File: src/rtl/ltcd_pkg.sv
`timescale 1ns / 1ps

package ltcd_pkg;

    localparam int NAME_W = 31;

    typedef enum logic [3:0] {
        OP_ACCESS     = 4'd0,
        OP_LOCK       = 4'd1,
        OP_UNLOCK     = 4'd2,
        OP_REMOVE     = 4'd3,
        OP_FLUSH      = 4'd4,
        OP_LOCK_ALL   = 4'd5,
        OP_UNLOCK_ALL = 4'd6,
        OP_REMOVE_ALL = 4'd7,
        OP_FLUSH_ALL  = 4'd8,
        OP_BAD        = 4'd15
    } op_t;

    typedef enum logic [1:0] {
        MODE_UNLOCKED = 2'd0,
        MODE_LOCKED   = 2'd1,
        MODE_INACTIVE = 2'd2
    } mode_t;

    typedef enum logic [1:0] {
        ST_OK           = 2'd0,
        ST_NOT_IN_CACHE = 2'd1,
        ST_LOCK_REFUSED = 2'd2,
        ST_NO_FREE_SLOT = 2'd3
    } status_t;

    typedef enum logic [1:0] {
        PRIM_NONE     = 2'd0,
        PRIM_TAKE     = 2'd1,
        PRIM_PUT_TAIL = 2'd2,
        PRIM_PUT_HEAD = 2'd3
    } prim_t;

    localparam logic [0:0] REG_AUTO_LOCK    = 1'b0;
    localparam logic [0:0] REG_MIN_UNLOCKED = 1'b1;

    typedef struct packed {
        op_t               op;
        logic [NAME_W-1:0] name;
    } cmd_t;

    typedef struct packed {
        status_t           status;
        logic [3:0]        slot;
        logic              hit;
        logic              writeback;
        logic [NAME_W-1:0] writeback_name;
        logic              fill;
        logic              last;
    } result_t;

endpackage

File: src/rtl/ltcd_front.sv
`timescale 1ns / 1ps

module ltcd_front
(
    input  logic               clk,
    input  logic               rst_n,
    input  logic               s_tvalid,
    output logic               s_tready,
    input  logic [39:0]        s_tdata,   // operation[3:0], name[34:4], zero pad
    output logic               cmd_valid,
    input  logic               cmd_ready,
    output ltcd_pkg::cmd_t     cmd
);

    ltcd_pkg::cmd_t q_reg [2];
    logic           wr_ptr_reg, wr_ptr_next;
    logic           rd_ptr_reg, rd_ptr_next;
    logic [1:0]     count_reg, count_next;
    ltcd_pkg::cmd_t in_cmd;
    logic           push, pop;

    always_comb
    begin
        in_cmd.name = s_tdata[34:4];
        if (s_tdata[3:0] > 4'd8)
            in_cmd.op = ltcd_pkg::OP_BAD;
        else
            in_cmd.op = ltcd_pkg::op_t'(s_tdata[3:0]);
    end

    assign s_tready  = (count_reg != 2'd2);
    assign cmd_valid = (count_reg != 2'd0);
    assign cmd       = q_reg[rd_ptr_reg];
    assign push      = s_tvalid && s_tready;
    assign pop       = cmd_valid && cmd_ready;

    always_comb
    begin
        wr_ptr_next = push ? ~wr_ptr_reg : wr_ptr_reg;
        rd_ptr_next = pop ? ~rd_ptr_reg : rd_ptr_reg;
        count_next  = count_reg + {1'b0, push} - {1'b0, pop};
    end

    always_ff @(posedge clk or negedge rst_n)
    begin
        if (!rst_n)
        begin
            wr_ptr_reg <= 1'b0;
            rd_ptr_reg <= 1'b0;
            count_reg  <= 2'd0;
        end
        else
        begin
            wr_ptr_reg <= wr_ptr_next;
            rd_ptr_reg <= rd_ptr_next;
            count_reg  <= count_next;
        end
    end

    always_ff @(posedge clk)
    begin
        if (push)
            q_reg[wr_ptr_reg] <= in_cmd;
    end

endmodule

File: src/rtl/ltcd_back.sv
`timescale 1ns / 1ps

module ltcd_back
#(
    parameter int NUM_SLOTS = 16,
    parameter int NAME_BITS = 31
)
(
    input  logic                  clk,
    input  logic                  rst_n,
    input  logic                  cmd_valid,
    output logic                  cmd_ready,
    input  ltcd_pkg::cmd_t        cmd,
    input  logic                  cfg_valid,
    output logic                  cfg_ready,
    input  logic [0:0]            cfg_index,
    input  logic [4:0]            cfg_data,
    output logic                  out_valid,
    input  logic                  out_ready,
    output ltcd_pkg::result_t     out_word
);

    localparam int IW = (NUM_SLOTS > 1) ? $clog2(NUM_SLOTS) : 1;
    localparam int LW = $clog2(NUM_SLOTS + 1);
    localparam logic [LW-1:0] NONE = LW'(NUM_SLOTS);
    localparam logic [IW-1:0] LAST_IDX = IW'(NUM_SLOTS - 1);

    typedef enum logic [7:0] {
        S_IDLE  = 8'b0000_0001,
        S_LOOK  = 8'b0000_0010,
        S_EXEC  = 8'b0000_0100,
        S_PUTT  = 8'b0000_1000,
        S_PUTH  = 8'b0001_0000,
        S_WALK  = 8'b0010_0000,
        S_WALK2 = 8'b0100_0000,
        S_DONE  = 8'b1000_0000
    } state_t;

    state_t                state_reg, state_next;
    ltcd_pkg::op_t         op_reg, op_next;
    logic [NAME_BITS-1:0]  name_reg, name_next;
    logic                  found_reg, found_next;
    logic [IW-1:0]         fidx_reg, fidx_next;
    logic [IW-1:0]         idx_reg, idx_next;
    logic [IW-1:0]         tgt_reg, tgt_next;
    logic                  emitted_reg, emitted_next;

    logic [NAME_BITS-1:0]  tag_mem [NUM_SLOTS];
    ltcd_pkg::mode_t       mode_reg [NUM_SLOTS];
    logic [LW-1:0]         next_reg [NUM_SLOTS];
    logic [LW-1:0]         next_next [NUM_SLOTS];
    logic [LW-1:0]         prev_reg [NUM_SLOTS];
    logic [LW-1:0]         prev_next [NUM_SLOTS];
    logic [LW-1:0]         head_reg, head_next;
    logic [LW-1:0]         tail_reg, tail_next;
    logic [LW-1:0]         cnt_reg, cnt_next;
    logic                  auto_lock_reg;
    logic [4:0]            min_unlocked_reg;

    logic                  out_valid_reg;
    ltcd_pkg::result_t     out_reg;
    ltcd_pkg::result_t     emit_word;
    logic                  emit;
    logic                  out_free;

    ltcd_pkg::prim_t       prim;
    logic [IW-1:0]         prim_idx;
    logic                  mode_we;
    logic [IW-1:0]         mode_idx;
    ltcd_pkg::mode_t       mode_val;
    logic                  tag_we;
    logic [IW-1:0]         tag_idx;
    logic [IW-1:0]         rd_idx;
    logic [NAME_BITS-1:0]  tag_rd;
    logic                  guard;
    logic                  match_found;
    logic [IW-1:0]         match_idx;
    logic                  more_active;
    logic [IW-1:0]         head_idx;

    assign cfg_ready = 1'b1;
    assign out_valid = out_valid_reg;
    assign out_word  = out_reg;
    assign out_free  = !out_valid_reg || out_ready;
    assign cmd_ready = (state_reg == S_IDLE);
    assign head_idx  = head_reg[IW-1:0];
    assign guard     = (head_reg == tail_reg) || (int'(cnt_reg) <= int'(min_unlocked_reg));
    assign rd_idx    = (state_reg == S_WALK) ? idx_reg : head_idx;
    assign tag_rd    = tag_mem[rd_idx];

    always_comb
    begin
        match_found = 1'b0;
        match_idx   = '0;
        for (int j = NUM_SLOTS - 1; j >= 0; j--)
        begin
            if (mode_reg[j] != ltcd_pkg::MODE_INACTIVE && tag_mem[j] == name_reg)
            begin
                match_found = 1'b1;
                match_idx   = IW'(j);
            end
        end
    end

    always_comb
    begin
        more_active = 1'b0;
        for (int j = 0; j < NUM_SLOTS; j++)
        begin
            if (j > int'(idx_reg) && mode_reg[j] != ltcd_pkg::MODE_INACTIVE)
                more_active = 1'b1;
        end
    end

    function automatic ltcd_pkg::result_t mk(ltcd_pkg::status_t st, logic [IW-1:0] sl,
                                             logic h, logic wb,
                                             logic [NAME_BITS-1:0] wbn,
                                             logic f, logic l);
        ltcd_pkg::result_t r;
        r.status         = st;
        r.slot           = 4'(sl);
        r.hit            = h;
        r.writeback      = wb;
        r.writeback_name = wb ? ltcd_pkg::NAME_W'(wbn) : '0;
        r.fill           = f;
        r.last           = l;
        return r;
    endfunction

    always_comb
    begin
        state_next   = state_reg;
        op_next      = op_reg;
        name_next    = name_reg;
        found_next   = found_reg;
        fidx_next    = fidx_reg;
        idx_next     = idx_reg;
        tgt_next     = tgt_reg;
        emitted_next = emitted_reg;
        cnt_next     = cnt_reg;
        prim         = ltcd_pkg::PRIM_NONE;
        prim_idx     = '0;
        mode_we      = 1'b0;
        mode_idx     = '0;
        mode_val     = ltcd_pkg::MODE_INACTIVE;
        tag_we       = 1'b0;
        tag_idx      = '0;
        emit         = 1'b0;
        emit_word    = mk(ltcd_pkg::ST_OK, '0, 1'b0, 1'b0, '0, 1'b0, 1'b1);

        unique case (state_reg)
            S_IDLE:
            begin
                if (cmd_valid)
                begin
                    op_next    = cmd.op;
                    name_next  = cmd.name[NAME_BITS-1:0];
                    state_next = S_LOOK;
                end
            end
            S_LOOK:
            begin
                found_next = match_found;
                fidx_next  = match_idx;
                state_next = S_EXEC;
            end
            S_EXEC:
            begin
                if (out_free)
                begin
                    emit       = 1'b1;
                    state_next = S_IDLE;
                    unique case (op_reg)
                        ltcd_pkg::OP_ACCESS:
                        begin
                            if (found_reg)
                            begin
                                if (auto_lock_reg && mode_reg[fidx_reg] == ltcd_pkg::MODE_UNLOCKED
                                    && !guard)
                                begin
                                    prim     = ltcd_pkg::PRIM_TAKE;
                                    prim_idx = fidx_reg;
                                    mode_we  = 1'b1;
                                    mode_idx = fidx_reg;
                                    mode_val = ltcd_pkg::MODE_LOCKED;
                                    cnt_next = cnt_reg - 1'b1;
                                end
                                emit_word = mk(ltcd_pkg::ST_OK, fidx_reg, 1'b1, 1'b0, '0,
                                               1'b0, 1'b1);
                            end
                            else if (head_reg == NONE)
                            begin
                                emit_word = mk(ltcd_pkg::ST_NO_FREE_SLOT, '0, 1'b0, 1'b0, '0,
                                               1'b0, 1'b1);
                            end
                            else
                            begin
                                prim     = ltcd_pkg::PRIM_TAKE;
                                prim_idx = head_idx;
                                tag_we   = 1'b1;
                                tag_idx  = head_idx;
                                mode_we  = 1'b1;
                                mode_idx = head_idx;
                                if (!auto_lock_reg || guard)
                                begin
                                    mode_val   = ltcd_pkg::MODE_UNLOCKED;
                                    tgt_next   = head_idx;
                                    state_next = S_PUTT;
                                end
                                else
                                begin
                                    mode_val = ltcd_pkg::MODE_LOCKED;
                                    cnt_next = cnt_reg - 1'b1;
                                end
                                emit_word = mk(ltcd_pkg::ST_OK, head_idx, 1'b0,
                                               mode_reg[head_idx] != ltcd_pkg::MODE_INACTIVE,
                                               tag_rd, 1'b1, 1'b1);
                            end
                        end
                        ltcd_pkg::OP_LOCK, ltcd_pkg::OP_UNLOCK,
                        ltcd_pkg::OP_REMOVE, ltcd_pkg::OP_FLUSH:
                        begin
                            emit_word = mk(ltcd_pkg::ST_OK, fidx_reg, 1'b0, 1'b0, '0,
                                           1'b0, 1'b1);
                            if (!found_reg)
                                emit_word = mk(ltcd_pkg::ST_NOT_IN_CACHE, '0, 1'b0, 1'b0, '0,
                                               1'b0, 1'b1);
                            else if (op_reg == ltcd_pkg::OP_LOCK)
                            begin
                                if (mode_reg[fidx_reg] != ltcd_pkg::MODE_LOCKED)
                                begin
                                    if (guard)
                                        emit_word.status = ltcd_pkg::ST_LOCK_REFUSED;
                                    else
                                    begin
                                        prim     = ltcd_pkg::PRIM_TAKE;
                                        prim_idx = fidx_reg;
                                        mode_we  = 1'b1;
                                        mode_idx = fidx_reg;
                                        mode_val = ltcd_pkg::MODE_LOCKED;
                                        cnt_next = cnt_reg - 1'b1;
                                    end
                                end
                            end
                            else if (op_reg == ltcd_pkg::OP_UNLOCK)
                            begin
                                if (mode_reg[fidx_reg] == ltcd_pkg::MODE_LOCKED)
                                begin
                                    prim     = ltcd_pkg::PRIM_PUT_TAIL;
                                    prim_idx = fidx_reg;
                                    mode_we  = 1'b1;
                                    mode_idx = fidx_reg;
                                    mode_val = ltcd_pkg::MODE_UNLOCKED;
                                    cnt_next = cnt_reg + 1'b1;
                                end
                            end
                            else
                            begin
                                mode_we  = 1'b1;
                                mode_idx = fidx_reg;
                                mode_val = ltcd_pkg::MODE_INACTIVE;
                                prim_idx = fidx_reg;
                                if (mode_reg[fidx_reg] == ltcd_pkg::MODE_UNLOCKED)
                                begin
                                    prim       = ltcd_pkg::PRIM_TAKE;
                                    tgt_next   = fidx_reg;
                                    state_next = S_PUTH;
                                end
                                else
                                begin
                                    prim     = ltcd_pkg::PRIM_PUT_HEAD;
                                    cnt_next = cnt_reg + 1'b1;
                                end
                                emit_word = mk(ltcd_pkg::ST_OK, fidx_reg, 1'b0,
                                               op_reg == ltcd_pkg::OP_FLUSH, name_reg,
                                               1'b0, 1'b1);
                            end
                        end
                        ltcd_pkg::OP_LOCK_ALL, ltcd_pkg::OP_UNLOCK_ALL,
                        ltcd_pkg::OP_REMOVE_ALL, ltcd_pkg::OP_FLUSH_ALL:
                        begin
                            emit         = 1'b0;
                            idx_next     = '0;
                            emitted_next = 1'b0;
                            state_next   = S_WALK;
                        end
                        default:
                        begin
                            emit_word = mk(ltcd_pkg::ST_OK, '0, 1'b0, 1'b0, '0, 1'b0, 1'b1);
                        end
                    endcase
                end
            end
            S_PUTT:
            begin
                prim       = ltcd_pkg::PRIM_PUT_TAIL;
                prim_idx   = tgt_reg;
                state_next = S_IDLE;
            end
            S_PUTH:
            begin
                prim       = ltcd_pkg::PRIM_PUT_HEAD;
                prim_idx   = tgt_reg;
                state_next = S_IDLE;
            end
            S_WALK:
            begin
                prim_idx = idx_reg;
                mode_idx = idx_reg;
                if (op_reg == ltcd_pkg::OP_FLUSH_ALL
                    && mode_reg[idx_reg] != ltcd_pkg::MODE_INACTIVE && !out_free)
                begin
                    state_next = S_WALK;
                end
                else
                begin
                    state_next = (idx_reg == LAST_IDX) ? S_DONE : S_WALK;
                    idx_next   = (idx_reg == LAST_IDX) ? idx_reg : idx_reg + 1'b1;
                    priority if (op_reg == ltcd_pkg::OP_LOCK_ALL)
                    begin
                        if (mode_reg[idx_reg] == ltcd_pkg::MODE_UNLOCKED)
                        begin
                            prim     = ltcd_pkg::PRIM_TAKE;
                            mode_we  = 1'b1;
                            mode_val = ltcd_pkg::MODE_LOCKED;
                            cnt_next = cnt_reg - 1'b1;
                        end
                    end
                    else if (op_reg == ltcd_pkg::OP_UNLOCK_ALL)
                    begin
                        if (mode_reg[idx_reg] == ltcd_pkg::MODE_LOCKED)
                        begin
                            prim     = ltcd_pkg::PRIM_PUT_TAIL;
                            mode_we  = 1'b1;
                            mode_val = ltcd_pkg::MODE_UNLOCKED;
                            cnt_next = cnt_reg + 1'b1;
                        end
                    end
                    else if (mode_reg[idx_reg] != ltcd_pkg::MODE_INACTIVE)
                    begin
                        mode_we  = 1'b1;
                        mode_val = ltcd_pkg::MODE_INACTIVE;
                        if (op_reg == ltcd_pkg::OP_FLUSH_ALL)
                        begin
                            emit         = 1'b1;
                            emitted_next = 1'b1;
                            emit_word    = mk(ltcd_pkg::ST_OK, idx_reg, 1'b0, 1'b1, tag_rd,
                                              1'b0, !more_active);
                        end
                        if (mode_reg[idx_reg] == ltcd_pkg::MODE_UNLOCKED)
                        begin
                            prim       = ltcd_pkg::PRIM_TAKE;
                            tgt_next   = idx_reg;
                            idx_next   = idx_reg;
                            state_next = S_WALK2;
                        end
                        else
                        begin
                            prim     = ltcd_pkg::PRIM_PUT_HEAD;
                            cnt_next = cnt_reg + 1'b1;
                        end
                    end
                end
            end
            S_WALK2:
            begin
                prim       = ltcd_pkg::PRIM_PUT_HEAD;
                prim_idx   = tgt_reg;
                state_next = (idx_reg == LAST_IDX) ? S_DONE : S_WALK;
                idx_next   = (idx_reg == LAST_IDX) ? idx_reg : idx_reg + 1'b1;
            end
            S_DONE:
            begin
                if (op_reg == ltcd_pkg::OP_FLUSH_ALL && emitted_reg)
                    state_next = S_IDLE;
                else if (out_free)
                begin
                    emit       = 1'b1;
                    state_next = S_IDLE;
                end
            end
            default:
            begin
                state_next = S_IDLE;
            end
        endcase
    end

    always_comb
    begin
        logic [LW-1:0] n;
        logic [LW-1:0] p;
        for (int j = 0; j < NUM_SLOTS; j++)
        begin
            next_next[j] = next_reg[j];
            prev_next[j] = prev_reg[j];
        end
        head_next = head_reg;
        tail_next = tail_reg;
        n = next_reg[prim_idx];
        p = prev_reg[prim_idx];
        unique case (prim)
            ltcd_pkg::PRIM_TAKE:
            begin
                if (head_reg == LW'(prim_idx))
                    head_next = n;
                if (tail_reg == LW'(prim_idx))
                    tail_next = p;
                if (n < NONE)
                    prev_next[n[IW-1:0]] = p;
                if (p < NONE)
                    next_next[p[IW-1:0]] = n;
                next_next[prim_idx] = NONE;
                prev_next[prim_idx] = NONE;
            end
            ltcd_pkg::PRIM_PUT_TAIL:
            begin
                next_next[prim_idx] = NONE;
                prev_next[prim_idx] = NONE;
                head_next = (tail_reg >= NONE) ? LW'(prim_idx) : head_reg;
                tail_next = LW'(prim_idx);
                if (tail_reg < NONE)
                begin
                    prev_next[prim_idx] = tail_reg;
                    next_next[tail_reg[IW-1:0]] = LW'(prim_idx);
                end
            end
            ltcd_pkg::PRIM_PUT_HEAD:
            begin
                next_next[prim_idx] = NONE;
                prev_next[prim_idx] = NONE;
                tail_next = (head_reg >= NONE) ? LW'(prim_idx) : tail_reg;
                head_next = LW'(prim_idx);
                if (head_reg < NONE)
                begin
                    next_next[prim_idx] = head_reg;
                    prev_next[head_reg[IW-1:0]] = LW'(prim_idx);
                end
            end
            default:
            begin
                head_next = head_reg;
            end
        endcase
    end

    always_ff @(posedge clk or negedge rst_n)
    begin
        if (!rst_n)
        begin
            state_reg        <= S_IDLE;
            op_reg           <= ltcd_pkg::OP_ACCESS;
            found_reg        <= 1'b0;
            fidx_reg         <= '0;
            idx_reg          <= '0;
            tgt_reg          <= '0;
            emitted_reg      <= 1'b0;
            head_reg         <= '0;
            tail_reg         <= LW'(NUM_SLOTS - 1);
            cnt_reg          <= NONE;
            auto_lock_reg    <= 1'b0;
            min_unlocked_reg <= 5'd1;
            out_valid_reg    <= 1'b0;
            for (int j = 0; j < NUM_SLOTS; j++)
            begin
                mode_reg[j] <= ltcd_pkg::MODE_INACTIVE;
                next_reg[j] <= LW'(j + 1);
                prev_reg[j] <= (j == 0) ? NONE : LW'(j - 1);
            end
        end
        else
        begin
            state_reg   <= state_next;
            op_reg      <= op_next;
            found_reg   <= found_next;
            fidx_reg    <= fidx_next;
            idx_reg     <= idx_next;
            tgt_reg     <= tgt_next;
            emitted_reg <= emitted_next;
            head_reg    <= head_next;
            tail_reg    <= tail_next;
            cnt_reg     <= cnt_next;
            for (int j = 0; j < NUM_SLOTS; j++)
            begin
                next_reg[j] <= next_next[j];
                prev_reg[j] <= prev_next[j];
            end
            if (mode_we)
                mode_reg[mode_idx] <= mode_val;
            if (cfg_valid && cfg_ready)
            begin
                unique case (cfg_index)
                    ltcd_pkg::REG_AUTO_LOCK:    auto_lock_reg    <= cfg_data[0];
                    ltcd_pkg::REG_MIN_UNLOCKED: min_unlocked_reg <= cfg_data;
                    default:                    auto_lock_reg    <= auto_lock_reg;
                endcase
            end
            if (emit)
                out_valid_reg <= 1'b1;
            else if (out_ready)
                out_valid_reg <= 1'b0;
        end
    end

    always_ff @(posedge clk)
    begin
        name_reg <= name_next;
        if (tag_we)
            tag_mem[tag_idx] <= name_reg;
        if (emit)
            out_reg <= emit_word;
    end

    assert property (@(posedge clk) disable iff (!rst_n) int'(cnt_reg) <= NUM_SLOTS)
        else $error("unlocked count exceeds slot count");

    assert property (@(posedge clk) disable iff (!rst_n)
        (head_reg == NONE) == (tail_reg == NONE))
        else $error("queue head and tail disagree on empty");

    assert property (@(posedge clk) disable iff (!rst_n)
        (head_reg < NONE) |-> (prev_reg[head_reg[IW-1:0]] == NONE))
        else $error("queue head has a predecessor");

endmodule

File: src/rtl/lockable_tile_cache_directory.sv
`timescale 1ns / 1ps
// Directory of a fully associative tile cache with lockable slots.
// Input words arrive on s_tvalid/s_tready/s_tdata: an operation code and a
// tile name. A front stage classifies each word and holds up to two in a
// queue; the back stage looks the name up by associative compare and
// updates slot modes and the replacement queue links one step per cycle
// unless the receiver stalls. Results leave on m_tvalid/m_tready/m_tdata/
// m_tlast; tlast marks the final result of an input word. Flush-all gives
// one result per active slot, or a single result when none is active.
// Single-slot operations pass the look-up and execute states before their
// result is registered, and the back stage takes no new word until it is
// idle again, after an extra state if a slot re-enters the queue. All-slot
// operations walk every slot, plus a state for each slot requeued at head.
// Configuration words (cfg_valid/cfg_ready/cfg_index/cfg_data) are taken
// at once: index 0 is auto-lock, index 1 is the minimum unlocked count.
// Reset makes every slot inactive, queued in slot order, auto-lock off and
// minimum unlocked 1. When the receiver stalls, the result register holds
// and the back stage waits; input stalls once the two-entry queue is full.
module lockable_tile_cache_directory
#(
    parameter int NUM_SLOTS = 16,
    parameter int NAME_BITS = 31
)
(
    input  logic        clk,
    input  logic        rst_n,
    input  logic        s_tvalid,
    output logic        s_tready,
    input  logic [39:0] s_tdata,   // operation[3:0], name[34:4], zero pad
    output logic        m_tvalid,
    input  logic        m_tready,
    output logic [39:0] m_tdata,   // status[1:0], slot[5:2], hit[6], writeback[7],
                                   // writeback_name[38:8], fill[39]
    output logic        m_tlast,
    input  logic        cfg_valid,
    output logic        cfg_ready,
    input  logic [0:0]  cfg_index,
    input  logic [4:0]  cfg_data
);

    logic               cmd_valid;
    logic               cmd_ready;
    ltcd_pkg::cmd_t     cmd;
    ltcd_pkg::result_t  res;

    ltcd_front u_front
    (
        .clk       (clk),
        .rst_n     (rst_n),
        .s_tvalid  (s_tvalid),
        .s_tready  (s_tready),
        .s_tdata   (s_tdata),
        .cmd_valid (cmd_valid),
        .cmd_ready (cmd_ready),
        .cmd       (cmd)
    );

    ltcd_back
    #(
        .NUM_SLOTS (NUM_SLOTS),
        .NAME_BITS (NAME_BITS)
    )
    u_back
    (
        .clk       (clk),
        .rst_n     (rst_n),
        .cmd_valid (cmd_valid),
        .cmd_ready (cmd_ready),
        .cmd       (cmd),
        .cfg_valid (cfg_valid),
        .cfg_ready (cfg_ready),
        .cfg_index (cfg_index),
        .cfg_data  (cfg_data),
        .out_valid (m_tvalid),
        .out_ready (m_tready),
        .out_word  (res)
    );

    assign m_tdata = {res.fill, res.writeback_name, res.writeback, res.hit,
                      res.slot, res.status};
    assign m_tlast = res.last;

endmodule

File: config.mk
export PLATFORM = sky130hd
export DESIGN_NAME = lockable_tile_cache_directory
export DESIGN_NICKNAME = d
export VERILOG_FILES = /design/src/rtl/ltcd_pkg.sv /design/src/rtl/ltcd_front.sv /design/src/rtl/ltcd_back.sv /design/src/rtl/lockable_tile_cache_directory.sv
export SDC_FILE = /design/constraint.sdc
export NUM_CORES = 2
export LEC_CHECK = 0
export BUFFER_PORTS_ARGS = -buffer_cell sky130_fd_sc_hd__buf_4
export CAP_MARGIN = 20
export CORE_MARGIN = 5
export CORE_UTILIZATION = 35
export DETAILED_ROUTE_END_ITERATION = 6
export SLEW_MARGIN = 25
export SYNTH_ARGS = -nofsm -noshare
export SYNTH_HDL_FRONTEND = slang
export SYNTH_SLANG_ARGS = --single-unit
File: constraint.sdc
create_clock -name clk -period 10.83 [get_ports clk]
set_clock_uncertainty 0.1 [all_clocks]
set_input_delay 1.6245 -clock clk [delete_from_list [all_inputs] [get_ports clk]]
set_output_delay 1.6245 -clock clk [all_outputs]
set_load 0.02 [all_outputs]
==> impl_metrics.csv <==
group,metric,value,unit
yosys,synthesis.nets,5354,
global_routing,grt_pass1_vias,42780,
worst_setup_path,critical_path.cell_chain,"mux4_2, nand2_1, and4_1, nand2_2, o31ai_4, nor2_4, buf_12, mux2i_1, o32ai_1, a211oi_4, nand2_1, nor3b_1, nand2_1, a221oi_1",
clocking,cts_sinks,882,
clocking,clock-root-buffer,"clkbuf_16",
route,vias,45810,
placement,dpl_cell_area,55190,um^2
global_routing,grt_pass1_wl,293.2,mm
clocking,cts_tree,"built",
sta,slew_violations,0,
floorplanning,start_util,35.09,%
global_routing,grt_remaining_overflow,0,
worst_setup_path,max_stage_delay,1100,ps
worst_setup_path,critPathMaxFanout,57,
layout,syn_to_final_growth,11.86,%
yosys,ys_ff_latch,882,
placement,hpwl,127.9,mm
global_routing,antenna_found_initial,10,
sta,min_period,7391,ps
worst_setup_path,cpMostUsedCell,"nand2_1",
yosys,synth_top_area_share,36.54,%
status,violations,"DRC",
clocking,clk_pin_slew,60,ps
sta,timing_hold_violations_final,0,
status,run_status,"finished, violations left",
route,wl,201.6,mm
pwr,leakage,19.98,nW
yosys,synth.cell_area,52430,um^2
flow_run,maxCapViolations,0,
pwr,max-vdd-ir-drop,0.0001394,V
global_routing,grt_max_degree,142,
yosys,synth.most_common_cell,"edfxtp_1",
placement,gp_congestion,0.9325,
floorplanning,row_count,142,
yosys,yosysTopAreaCell,"edfxtp_1",
clocking,hold_buffers,0,
sta,rsz0062_at_grt,"no",
layout,drive_gt1_share,13.02,%
worst_setup_path,start_kind,"register",
route,vias_per_cell,6.313,
layout,largest_reg_flops,496,
floorplanning,ioPinCount,95,
yosys,synth-main-ff-cell,"edfxtp_1",
pwr,power.density,234.9,nW/um^2
yosys,synth_edf_count,638,
yosys,ys_types,109,
floorplanning,core_region_area,149400,um^2
sta,finalSetupViolations,0,
route,wl_per_cell,27.78,um
yosys,yosys_warnings,0,
floorplanning,die_width,397.0,um
layout,fin_nets,5225,
clocking,cts_max_path_buffers,3,
sta,setup_tns,0,ps
route,drt_iter0_drc,6906,
worst_setup_path,end_kind,"register",
sta,fin_crit_sh,68.25,%
layout,finish.instance_area,58650,um^2
yosys,synthTopCellsByCount,"edfxtp_1, nand2_1, a21oi_1",
floorplanning,fp.dieH,397.0,um
sta,worst_pin_slew,1143,ps
hold_path,min_path_type,"reg2reg",
global_routing,track_usage,24.49,%
sta,maxSlewHeadroom,23.60,%
worst_setup_path,cp_data_required_time,11350,ps
yosys,synthTopCellsByArea,"edfxtp_1, dfrtp_1, xnor2_1",
route,post-route-drc-count,4,
clocking,clock_latency,770,ps
placement,io_buffers,88,
sta,fmax,135.3,MHz
worst_setup_path,setup.worst_path.class,"reg2reg",
clocking,post-cts-setup-buffers,0,
yosys,async_reset_ff_share,27.66,%
yosys,synth_area_per_cell,9.909,um^2
yosys,synth_seq_area_share,48.39,%
route,firstDrtPassIters,7,
yosys,synth_cells,5291,
worst_setup_path,crit_slowest_cell,"nor3b_1",
worst_setup_path,cp_data_arrival_time,7920,ps
route,ant_nets,0,
clocking,post_cts_resized,0,
clocking,numCtsBuffers,102,
clocking,htreeDepth,3,
floorplanning,die_area,157600,um^2
## final timing paths
kind	end	from	cells after the start	slack (ps)
setup / recovery	u_back.next_reg[5]	u_back.fidx_reg[0]	14	3440
hold / removal	u_back.name_reg[3]	u_front.q_reg[0][3]	1	380
setup reg to reg	u_back.next_reg[5]	u_back.fidx_reg[0]	14	3440
hold reg to reg	u_back.name_reg[3]	u_front.q_reg[0][3]	1	380
max in group asynchronous	u_back.next_reg[29]	rst_n	3	7810
min in group asynchronous	u_back.mode_reg[10]	rst_n	1	820
## metrics by stage
stage | util (%) | power (mW) | setup WS (ps) | hold WS (ps) | std cells
5_1_grt | 39.25 | 14.29 | 3441 | 389.6 | 7255
3_3_place_gp | 36.82 | 10.03 | 3306 | 380.3 | 7061
6_report | 39.25 | 13.78 | 3439 | 381.0 | 7256
4_1_cts | 39.19 | 13.67 | 3783 | 382.4 | 7251
2_1_floorplan | - | 8.215 | 5463 | 358.1 | 5291
3_5_place_dp | 36.94 | 10.11 | 3322 | 385.5 | 7070
## layer usage
metal,share of wire [%],track usage [%],up-vias
met4,4.7,10.44,2
met2,44,36.74,3029
met5,0.0064,0,-
met1,40,34.04,22540
li1,-,-,19660
met3,11,5.522,576
## cells in the final DEF, fill, tap and decap left out, types with 143 or more instances in the layout
master	count
buf_4	203
xor2_1	256
xnor2_1	263
a21oi_1	428
and3_1	143
a211oi_1	187
dfrtp_1	158
nand2_1	511
o21ai_0	378
nor2_1	301
edfxtp_1	638
## worst max-delay path: cells and delay by family (launching register included)
| kind | cells | cell delay (ps) |
|---|---|---|
| and+or+nand+nor | 7 | 2980 |
| AOI/OAI and AO/OA | 4 | 1990 |
| buffers and inverters | 1 | 340 |
| muxes | 2 | 880 |
| DFF | 1 | 920 |
## power by group
group | total (mW) | switching (mW) | internal [mW] | leakage, nW
Combinational | 5.32 | 3.69 | 1.63 | 9.73
Sequential | 4.89 | 0.437 | 4.46 | 8.63
Clock | 3.57 | 1.55 | 2.02 | 1.63
Total | 13.8 | 5.67 | 8.11 | 20.0
## cells by family after synthesis
kind of cell | after synthesis | synth area share [%]
and+or+nand+nor | 1544 | 14.48
DFF | 882 | 48.39
other | 1 | 0.007153
adders and majority gates | 12 | 0.2864
AOI/OAI and AO/OA | 1655 | 20.39
xor gates and xnor gates | 519 | 8.670
muxes | 165 | 3.823
buffers and inverters | 513 | 3.954
## area by class of cell
cell class,count,area (um^2)
diodes,1,2.502
clock buffers,133,2769
clock inverters,48,591.8
fillers,14590,90770
inverters,61,229.0
multi-input cells,3896,25340
flip-flops and latches,882,25370
well taps,2016,2522
repair buffers,219,1817
(Power assumes the default switching activity.)
